[config.mk]
export PLATFORM = sky130hd
export DESIGN_NAME = round_robin_crossbar_matcher_flat
export DESIGN_NICKNAME = d
export VERILOG_FILES = /design/src/rtl/core/rrcm_pkg.sv /design/src/rtl/core/rrcm_req_if.sv /design/src/rtl/core/rrcm_match_if.sv /design/src/rtl/core/round_robin_crossbar_matcher.sv /design/src/flat_wrapper.sv
export SDC_FILE = /design/constraint.sdc
export NUM_CORES = 1
export LEC_CHECK = 0
export BUFFER_PORTS_ARGS = -buffer_cell sky130_fd_sc_hd__buf_2
export CORE_MARGIN = 4
export CORE_UTILIZATION = 65
export CTS_CLUSTER_SIZE = 14
export DETAILED_ROUTE_END_ITERATION = 8
export PLACE_DENSITY = 0.86
export SLEW_MARGIN = 20
export SYNTH_ARGS = -nofsm -noshare
export SYNTH_HDL_FRONTEND = slang
export SYNTH_SLANG_ARGS = --single-unit
[constraint.sdc]
create_clock -name i_clk -period 10.78 [get_ports i_clk]
set_input_delay 1.078 -clock i_clk [delete_from_list [all_inputs] [get_ports i_clk]]
set_output_delay 1.078 -clock i_clk [all_outputs]
set_load 0.02 [all_outputs]
[src/rtl/core/rrcm_pkg.sv]
// Shared types, constants and the round-robin pick function of the crossbar matcher.
package rrcm_pkg;

    localparam int MAX_PORTS = 8;
    localparam int PTR_W     = 3;
    localparam int IDX_W     = 4;
    localparam int REQ_W     = MAX_PORTS * MAX_PORTS;

    localparam logic [IDX_W-1:0] UNMATCHED = IDX_W'(MAX_PORTS);

    typedef logic [MAX_PORTS-1:0] t_port_vec;
    typedef logic [PTR_W-1:0]     t_ptr;
    typedef logic [IDX_W-1:0]     t_idx;

    // First candidate at or after ptr, else lowest candidate; UNMATCHED if none.
    function automatic t_idx rr_pick(input t_port_vec cand, input t_ptr ptr);
        t_idx hi;
        t_idx lo;
        hi = UNMATCHED;
        lo = UNMATCHED;
        for (int k = MAX_PORTS - 1; k >= 0; k--) begin
            if (cand[k] && (k >= int'(ptr))) begin
                hi = IDX_W'(k);
            end
            if (cand[k]) begin
                lo = IDX_W'(k);
            end
        end
        return (hi != UNMATCHED) ? hi : lo;
    endfunction

endpackage

[src/rtl/core/rrcm_req_if.sv]
// Request matrix channel of the crossbar matcher.
interface rrcm_req_if import rrcm_pkg::*; ();
    logic             valid;
    logic             ready;
    logic [REQ_W-1:0] request_matrix;

    modport source (output valid, output request_matrix, input ready);
    modport sink   (input valid, input request_matrix, output ready);
endinterface

[src/rtl/core/rrcm_match_if.sv]
// Match result channel of the crossbar matcher.
interface rrcm_match_if import rrcm_pkg::*; ();
    logic             valid;
    logic             ready;
    logic [IDX_W-1:0] match_in0;
    logic [IDX_W-1:0] match_in1;
    logic [IDX_W-1:0] match_in2;
    logic [IDX_W-1:0] match_in3;
    logic [IDX_W-1:0] match_in4;
    logic [IDX_W-1:0] match_in5;
    logic [IDX_W-1:0] match_in6;
    logic [IDX_W-1:0] match_in7;

    modport source (
        output valid, input ready,
        output match_in0, match_in1, match_in2, match_in3,
        output match_in4, match_in5, match_in6, match_in7
    );
    modport sink (
        input valid, output ready,
        input match_in0, match_in1, match_in2, match_in3,
        input match_in4, match_in5, match_in6, match_in7
    );
endinterface

[src/rtl/core/round_robin_crossbar_matcher.sv]
// Single-iteration round-robin (RRM) crossbar matcher, top level.
// One item per clock: a request matrix is captured in an input register, and the
// grant and accept arbiters (one 8-bit round-robin pick each, in series) run between
// that register and the match register, so an item's result is held in the match register
// after it leaves the input register, and a new item is taken every cycle while results are
// drained. The grant and accept pointers advance as each item moves into the match register.
// Ports at or above PORT_COUNT are ignored and report 8 (unmatched).
module round_robin_crossbar_matcher import rrcm_pkg::*; #(
    parameter int PORT_COUNT = 8
) (
    input  logic         i_clk,
    input  logic         i_rst_n,
    rrcm_req_if.sink     i_req,
    rrcm_match_if.source o_match
);

    localparam t_idx PC_IDX = IDX_W'(PORT_COUNT);

    logic [REQ_W-1:0]                r_req;
    logic                            r_req_vld;
    logic [MAX_PORTS-1:0][IDX_W-1:0] r_match;
    logic                            r_out_vld;
    logic [MAX_PORTS-1:0][PTR_W-1:0] r_gptr;
    logic [MAX_PORTS-1:0][PTR_W-1:0] r_aptr;
    logic [MAX_PORTS-1:0][PTR_W-1:0] n_gptr;
    logic [MAX_PORTS-1:0][PTR_W-1:0] n_aptr;

    t_port_vec                       w_cand [MAX_PORTS];
    t_port_vec                       w_gnt_to [MAX_PORTS];
    t_port_vec                       w_col [MAX_PORTS];
    logic [MAX_PORTS-1:0][IDX_W-1:0] w_gsel;
    logic [MAX_PORTS-1:0][IDX_W-1:0] w_acc;
    logic                            w_adv;

    function automatic t_ptr next_ptr(input t_idx sel);
        t_idx n;
        n = sel + IDX_W'(1);
        if (n >= PC_IDX) begin
            n = '0;
        end
        return PTR_W'(n);
    endfunction

    assign w_adv       = r_req_vld && (!r_out_vld || o_match.ready);
    assign i_req.ready = !r_req_vld || w_adv;

    // grant phase
    always_comb begin
        n_gptr = r_gptr;
        for (int o = 0; o < MAX_PORTS; o++) begin
            for (int i = 0; i < MAX_PORTS; i++) begin
                w_cand[o][i] = (i < PORT_COUNT) && (o < PORT_COUNT) && r_req[i * MAX_PORTS + o];
            end
            w_gsel[o] = rr_pick(w_cand[o], r_gptr[o]);
            if (w_gsel[o] != UNMATCHED) begin
                n_gptr[o] = next_ptr(w_gsel[o]);
            end
        end
    end

    // accept phase
    always_comb begin
        n_aptr = r_aptr;
        for (int i = 0; i < MAX_PORTS; i++) begin
            for (int o = 0; o < MAX_PORTS; o++) begin
                w_gnt_to[i][o] = (w_gsel[o] == IDX_W'(i));
            end
            w_acc[i] = rr_pick(w_gnt_to[i], r_aptr[i]);
            if (w_acc[i] != UNMATCHED) begin
                n_aptr[i] = next_ptr(w_acc[i]);
            end
        end
        for (int o = 0; o < MAX_PORTS; o++) begin
            for (int i = 0; i < MAX_PORTS; i++) begin
                w_col[o][i] = (w_acc[i] == IDX_W'(o));
            end
        end
    end

    always_ff @(posedge i_clk) begin
        if (!i_rst_n) begin
            r_req_vld <= 1'b0;
            r_out_vld <= 1'b0;
            r_gptr    <= '0;
            r_aptr    <= '0;
        end else begin
            if (i_req.ready) begin
                r_req_vld <= i_req.valid;
            end
            if (w_adv) begin
                r_out_vld <= 1'b1;
                r_gptr    <= n_gptr;
                r_aptr    <= n_aptr;
            end else if (o_match.ready) begin
                r_out_vld <= 1'b0;
            end
        end
    end

    always_ff @(posedge i_clk) begin
        if (i_req.valid && i_req.ready) begin
            r_req <= i_req.request_matrix;
        end
        if (w_adv) begin
            r_match <= w_acc;
        end
    end

    assign o_match.valid     = r_out_vld;
    assign o_match.match_in0 = r_match[0];
    assign o_match.match_in1 = r_match[1];
    assign o_match.match_in2 = r_match[2];
    assign o_match.match_in3 = r_match[3];
    assign o_match.match_in4 = r_match[4];
    assign o_match.match_in5 = r_match[5];
    assign o_match.match_in6 = r_match[6];
    assign o_match.match_in7 = r_match[7];

    generate
        for (genvar g = 0; g < MAX_PORTS; g++) begin : g_chk
            a_one_input_per_output: assert property (@(posedge i_clk) disable iff (!i_rst_n)
                w_adv |-> $onehot0(w_col[g]))
                else $error("output matched to more than one input");
            a_gptr_range: assert property (@(posedge i_clk) disable iff (!i_rst_n)
                int'(r_gptr[g]) < PORT_COUNT)
                else $error("grant pointer out of range");
        end
    endgenerate

    a_ptr_hold: assert property (@(posedge i_clk) disable iff (!i_rst_n)
        !w_adv |=> $stable(r_aptr) && $stable(r_gptr))
        else $error("pointers moved without an item");

    a_reset_ptr: assert property (@(posedge i_clk)
        !$past(i_rst_n) |-> (r_gptr == '0) && (r_aptr == '0))
        else $error("pointers not cleared by reset");

endmodule

[src/flat_wrapper.sv]
// flat-port wrapper written by rule: the top's interface ports become plain ports
module round_robin_crossbar_matcher_flat import rrcm_pkg::*;
#(
    parameter int PORT_COUNT = 8
)
  (i_clk, i_rst_n, i_req_valid, i_req_request_matrix, i_req_ready, o_match_valid, o_match_ready, o_match_match_in0, o_match_match_in1, o_match_match_in2, o_match_match_in3, o_match_match_in4, o_match_match_in5, o_match_match_in6, o_match_match_in7);
  rrcm_req_if i_req_i ();
  rrcm_match_if o_match_i ();
  input  logic i_clk;
  input  logic i_rst_n;
  input wire logic [$bits(i_req_i.valid)-1:0] i_req_valid;
  input wire logic [$bits(i_req_i.request_matrix)-1:0] i_req_request_matrix;
  output wire logic [$bits(i_req_i.ready)-1:0] i_req_ready;
  output wire logic [$bits(o_match_i.valid)-1:0] o_match_valid;
  input wire logic [$bits(o_match_i.ready)-1:0] o_match_ready;
  output wire logic [$bits(o_match_i.match_in0)-1:0] o_match_match_in0;
  output wire logic [$bits(o_match_i.match_in1)-1:0] o_match_match_in1;
  output wire logic [$bits(o_match_i.match_in2)-1:0] o_match_match_in2;
  output wire logic [$bits(o_match_i.match_in3)-1:0] o_match_match_in3;
  output wire logic [$bits(o_match_i.match_in4)-1:0] o_match_match_in4;
  output wire logic [$bits(o_match_i.match_in5)-1:0] o_match_match_in5;
  output wire logic [$bits(o_match_i.match_in6)-1:0] o_match_match_in6;
  output wire logic [$bits(o_match_i.match_in7)-1:0] o_match_match_in7;
  assign i_req_i.valid = i_req_valid;
  assign i_req_i.request_matrix = i_req_request_matrix;
  assign i_req_ready = i_req_i.ready;
  assign o_match_valid = o_match_i.valid;
  assign o_match_i.ready = o_match_ready;
  assign o_match_match_in0 = o_match_i.match_in0;
  assign o_match_match_in1 = o_match_i.match_in1;
  assign o_match_match_in2 = o_match_i.match_in2;
  assign o_match_match_in3 = o_match_i.match_in3;
  assign o_match_match_in4 = o_match_i.match_in4;
  assign o_match_match_in5 = o_match_i.match_in5;
  assign o_match_match_in6 = o_match_i.match_in6;
  assign o_match_match_in7 = o_match_i.match_in7;
  round_robin_crossbar_matcher #(.PORT_COUNT(PORT_COUNT)) u_core (.i_clk(i_clk), .i_rst_n(i_rst_n), .i_req(i_req_i), .o_match(o_match_i));
endmodule
### Word level (Yosys, flattened, before mapping)

Index checks and enable logic that the tools add are counted.

* register bits: 146
* logic and storage cells: 676

* add/sub/neg operators: 16
* $lt $le $gt $ge: 128
* eq/ne operators: 88
* multiplexer cells: 274
* reductions and logical operators: 143

Operators with widths (number)
* $mux W4: 256
* $ge A3 B3 Y1 const A: 48
* $eq A4 B3 Y1 const B: 32
* $ne A4 B4 Y1 const B: 32
* $logic_and A1 B1 Y1: 114
* $ge A1 B3 Y1 const A: 32
* $ge A2 B3 Y1 const A: 32
* $add A4 B1 Y4 const B: 16
* $eq A4 B2 Y1 const B: 16
* $ge A4 B4 Y1 const B: 16
* $mux W3: 16
* $eq A4 B1 Y1 const B: 8
* $logic_not A4 Y1: 8
* $reduce_and A2 Y1: 16
* $logic_not A1 Y1: 2
* $logic_or A1 B1 Y1: 2
* $mux W1: 2
* $reduce_bool A2 Y1: 1

### Logic depth before layout (Yosys ltp)

* word-level depth: 25
* depth in mapped cells: 23

### Worst setup path before layout

OpenSTA, ideal clock, no wires.

* path type: reg-to-reg
* from: register u_core.r_req[61]
* to: register u_core.r_aptr[21] (netlist name)
* library setup time: 0.118 ns
* arrival: 3.588 ns
* required time: 10.662 ns
* setup slack: 7.074 ns
* stages on the path, launching flop included: 21
* buffers on the path: 1
* period minus slack after synthesis: 3.706 ns
* cells stage by stage: edfxtp_1 -> and4_1 -> nor4_2 -> nor3_1 -> a21oi_1 -> a21oi_1 -> a41oi_1 -> inv_1 -> ha_1 -> clkbuf_1 -> o21ai_1 -> a21boi_2 -> a21oi_1 -> a211oi_1 -> nand2_1 -> o31a_1 -> ha_1 -> nand2_1 -> nand2_1 -> a22oi_1 -> nor2b_1

* cells in the longest elaborated chain, start to end: 23

RTL lines
* from (decl): line round_robin_crossbar_matcher.sv:19 `logic [REQ_W-1:0] r_req;`
* from (signal assigned): line round_robin_crossbar_matcher.sv:102 `r_req <= i_req.request_matrix;`
* $mux W4 (*): line rrcm_pkg.sv:22, rrcm_pkg.sv:25
* $mux W4 (7 in series): line rrcm_pkg.sv:22 `if (cand[k] && (k >= int'(ptr))) begin`
* $ne A4 B4 Y1: line rrcm_pkg.sv:29 `return (hi != UNMATCHED) ? hi : lo;`
* $mux W4 (*): line rrcm_pkg.sv:29
* $eq A4 B3 Y1 (*): line round_robin_crossbar_matcher.sv:66 `w_gnt_to[i][o] = (w_gsel[o] == IDX_W'(i));`
* $logic_and A1 B1 Y1: line rrcm_pkg.sv:22
* $mux W4 (6 in series): line rrcm_pkg.sv:22
* $ne A4 B4 Y1: line rrcm_pkg.sv:29
* $mux W4 (*): line rrcm_pkg.sv:29
* $add A4 B1 Y4: line round_robin_crossbar_matcher.sv:37 `n = sel + IDX_W'(1);`
* $ge A4 B4 Y1: line round_robin_crossbar_matcher.sv:38 `if (n >= PC_IDX) begin`
* $mux W3: line round_robin_crossbar_matcher.sv:38
* to (signal assigned): line round_robin_crossbar_matcher.sv:93 `r_aptr <= n_aptr;`
* to (decl): line round_robin_crossbar_matcher.sv:24 `logic [MAX_PORTS-1:0][PTR_W-1:0] r_aptr;`

Mark *: on every way between the ends. The rest lies on a longest branch, timed or not.
A chain may end at the register's enable or synchronous reset.

### Worst setup path after layout

* from: register u_core.r_req[45]
* to: register u_core.r_aptr[21] (netlist name)

* cells in the longest elaborated chain, start to end: 22

RTL lines (line)
* $logic_and A1 B1 Y1: rrcm_pkg.sv:22
* $mux W4 (6 in series): rrcm_pkg.sv:22
* $ne A4 B4 Y1: rrcm_pkg.sv:29
* $mux W4 (*): rrcm_pkg.sv:29
* $eq A4 B3 Y1 (*): round_robin_crossbar_matcher.sv:66
* $logic_and A1 B1 Y1: rrcm_pkg.sv:22
* $mux W4 (6 in series): rrcm_pkg.sv:22
* $ne A4 B4 Y1: rrcm_pkg.sv:29
* $mux W4 (*): rrcm_pkg.sv:29
* $add A4 B1 Y4: round_robin_crossbar_matcher.sv:37
* $ge A4 B4 Y1: round_robin_crossbar_matcher.sv:38
* $mux W3: round_robin_crossbar_matcher.sv:38

Marked as above.

==> results.ini <==
[status]
outcome=finished, final reports clean

[timing]
hold_viol=0
worst_pin_slew_ns=0.977
period_needed_ns=4.27
setup_viol=0
finalCritPeriodShare=0.396
layout_setup_ws_ns=6.51
finalMaxSlewViolations=0
tns_ns=0
clock_skew_ns=0.0120
fmax_mhz=234
rsz0062_at_grt=no
max_slew_margin=0.349

[synthesis]
synthesis.area_sq_um=10800
synth_top_family_by_area=compound AO/OA/AOI/OAI gates
synth_fa_ha_area_frac=0.0465
synth-compound-area-share=0.273
synthXorXnorAreaFrac=0.00815
yosysSeqAreaShare=0.361
ys_ff_latch=146
synthArstFlopShare=0
syn_inst=1251
ys_warn_count=0
synth_nets=1359
synth.area.mux_share=0.0119
synth_edf_count=96
syn_area_per_cell_sq_um=8.60
synth_flop_cell=edfxtp_1
synth_cell_types=108
synth-simple-area-share=0.256

[cts]
cts_max_level=4
ctsHoldBuffers=0
cts_buffers=17
cts.sinks=146
cts_tree=yes
cts-root-buf=clkbuf_16
cts_buffer_depth=2
path_clk_slew_ns=0.06
clk_latency_ns=0.44
post_cts_buffers=0
cts_resized=0

[drt]
via_per_inst=6.54
drt_pass1_iterations=8
drt_first_iter_violations=1204
drtAntennaViolNets=0
drt_drc_violations_left=0
wl_per_cell_microns=18.3
finalWirelength_microns=28500
via_count=10170

[cells_and_area]
final_common_cell=nand2_1
layout-drive-gt1-share=0.145
fillers=1220
largest_reg_flops=64
multi_input_area_sq_um=6400
regMostFlops=u_core.r_req
diodes=0
seq_area_sq_um=3880
syn_to_final_growth_pct=11.2
reg_top3=u_core.r_req: 64 flops, u_core.r_aptr: 24 flops, u_core.r_gptr: 24 flops
final_nets=1433
final_cell_mix=nand2_1, nor2_1, buf_2, edfxtp_1, a21oi_1

[pwr]
p_clk_frac=0.317
switching_power_w=0.000691
intPower_w=0.00130
power.density_nw_per_um2=167
vdd_ir_drop_max_mv=0.150
p_leak_nw=4.66
swShare=0.347
p_seq_frac=0.362
combPwrFrac=0.320

[floorplanning]
io_pins=102
die_x_microns=137
initial_core_util=0.670
die_h_microns=137
core_sq_um=16100
die_area_sq_um=18700
rows=46

[placement]
io_buffer_count=101
dp_worst_setup_slack_ns=6.56
gp_congestion=1.00
dp_hpwl_microns=20500

[global_routing]
grt_pass1_wl_microns=45900
grt_util_all_layers=0.306
grt_overflow_total=0
antenna_found_initial=0
grt_pass1_vias=9502
grt_max_degree=65

[worst_setup_path]
start_kind=register
required_ns=11.10
crit_arrival_ns=4.59
critPathKind=reg2reg
end_kind=register
path_max_fanout=7

[flow_run]
cap_violations=0

[min_path]
hold_path.class=reg2reg

per-stage QoR:
| stage | total power (W) | area (sq um) | hold slack (ns) | instances | utilization |
|---|---|---|---|---|---|
| floorplan | 0.00120 | 10800 | 0.486 | 1251 | - |
| global placement | 0.00133 | 11300 | 0.507 | 1522 | 0.705 |
| detailed placement | 0.00135 | 11300 | 0.518 | 1522 | 0.705 |
| CTS | 0.00198 | 12000 | 0.534 | 1554 | 0.744 |
| global route | 0.00210 | 12000 | 0.572 | 1554 | 0.744 |
| finish | 0.00199 | 12000 | 0.531 | 1554 | 0.744 |
cell type report:
| class | instances | area share |
|---|---|---|
| Tap cell | 216 | 0.0226 |
| Inverter | 62 | 0.0195 |
| Multi-Input combinational cell | 993 | 0.536 |
| Clock inverter | 13 | 0.0153 |
| Clock buffer | 19 | 0.0371 |
| Sequential cell | 146 | 0.325 |
| Timing Repair Buffer | 105 | 0.0448 |
worst max-delay path, cell delays in order, from the launching register on:
cell	delay, ns
edfxtp_1	0.46
nor2b_1	0.19
nor4_2	0.38
nor3_1	0.11
a21oi_1	0.15
a21oi_1	0.06
a41oi_1	0.38
inv_1	0.12
ha_1	0.33
o21ai_1	0.19
a21boi_2	0.24
a21oi_1	0.07
a211oi_1	0.34
nand2_1	0.09
o31a_1	0.35
ha_1	0.22
nand2_1	0.05
nand2_1	0.08
a22oi_1	0.26
nor2b_1	0.07
power by group through the flow:
stage | Clock (W) | Sequential (W) | Combinational, W
after floorplan | 0 | 0.000720 | 0.000478
after global placement | 0 | 0.000729 | 0.000602
after detailed placement | 0 | 0.000731 | 0.000617
after CTS | 0.000640 | 0.000720 | 0.000625
after global routing | 0.000668 | 0.000729 | 0.000701
final | 0.000633 | 0.000722 | 0.000639
worst paths after layout:
path,from,endpoint,slack [ns],cells after the start
setup / recovery,u_core.r_req[45],u_core.r_aptr[21],6.51,19
hold / removal,u_core.r_req_vld,u_core.o_match.valid,0.53,1
setup reg to reg,u_core.r_req[45],u_core.r_aptr[21],6.51,19
hold reg to reg,u_core.r_req_vld,u_core.o_match.valid,0.53,1
logic make-up (layout without fill, tap and decap cells):
group / count (synthesis) / after routing
flip-flops: 146 / 146
adder cells (fa/ha/maj): 40 / 40
buffers and inverters: 112 / 199
multiplexers: 12 / 12
AND/OR/NAND/NOR: 535 / 535
AO/OA/AOI/OAI: 396 / 396
XOR/XNOR: 10 / 10
cells in the mapped netlist (all sizes together), types with 11 or more instances:
cell | count | share of area
o21a | 12 | 0.0084
a31oi | 20 | 0.013
a22oi | 11 | 0.0077
a21o | 11 | 0.0077
o21bai | 13 | 0.0091
nand2b | 32 | 0.019
a2bb2oi | 11 | 0.0095
clkbuf | 29 | 0.010
nand3b | 11 | 0.0088
nand4 | 12 | 0.0070
nand3 | 56 | 0.027
a21boi | 18 | 0.013
ha | 40 | 0.047
and2 | 33 | 0.019
o211ai | 12 | 0.0088
a32o | 11 | 0.010
nor2b | 47 | 0.028
nand2 | 131 | 0.046
o21ai | 72 | 0.034
edfxtp | 96 | 0.27
inv | 62 | 0.022
nor3 | 30 | 0.015
dfxtp | 50 | 0.093
a32oi | 11 | 0.0090
nor2 | 127 | 0.045
a21oi | 75 | 0.035
buf | 21 | 0.011
nor4 | 12 | 0.0093
routing by layer:
metal / track usage / up-vias / part of all wire
li1: - / 4833 / -
met1: 0.399 / 4776 / 0.42
met2: 0.502 / 485 / 0.48
met3: 0.0640 / 76 / 0.075
met4: 0.116 / 0 / 0.027
met5: 0 / - / 0
Note: power is estimated with default switching activity, not from simulation.
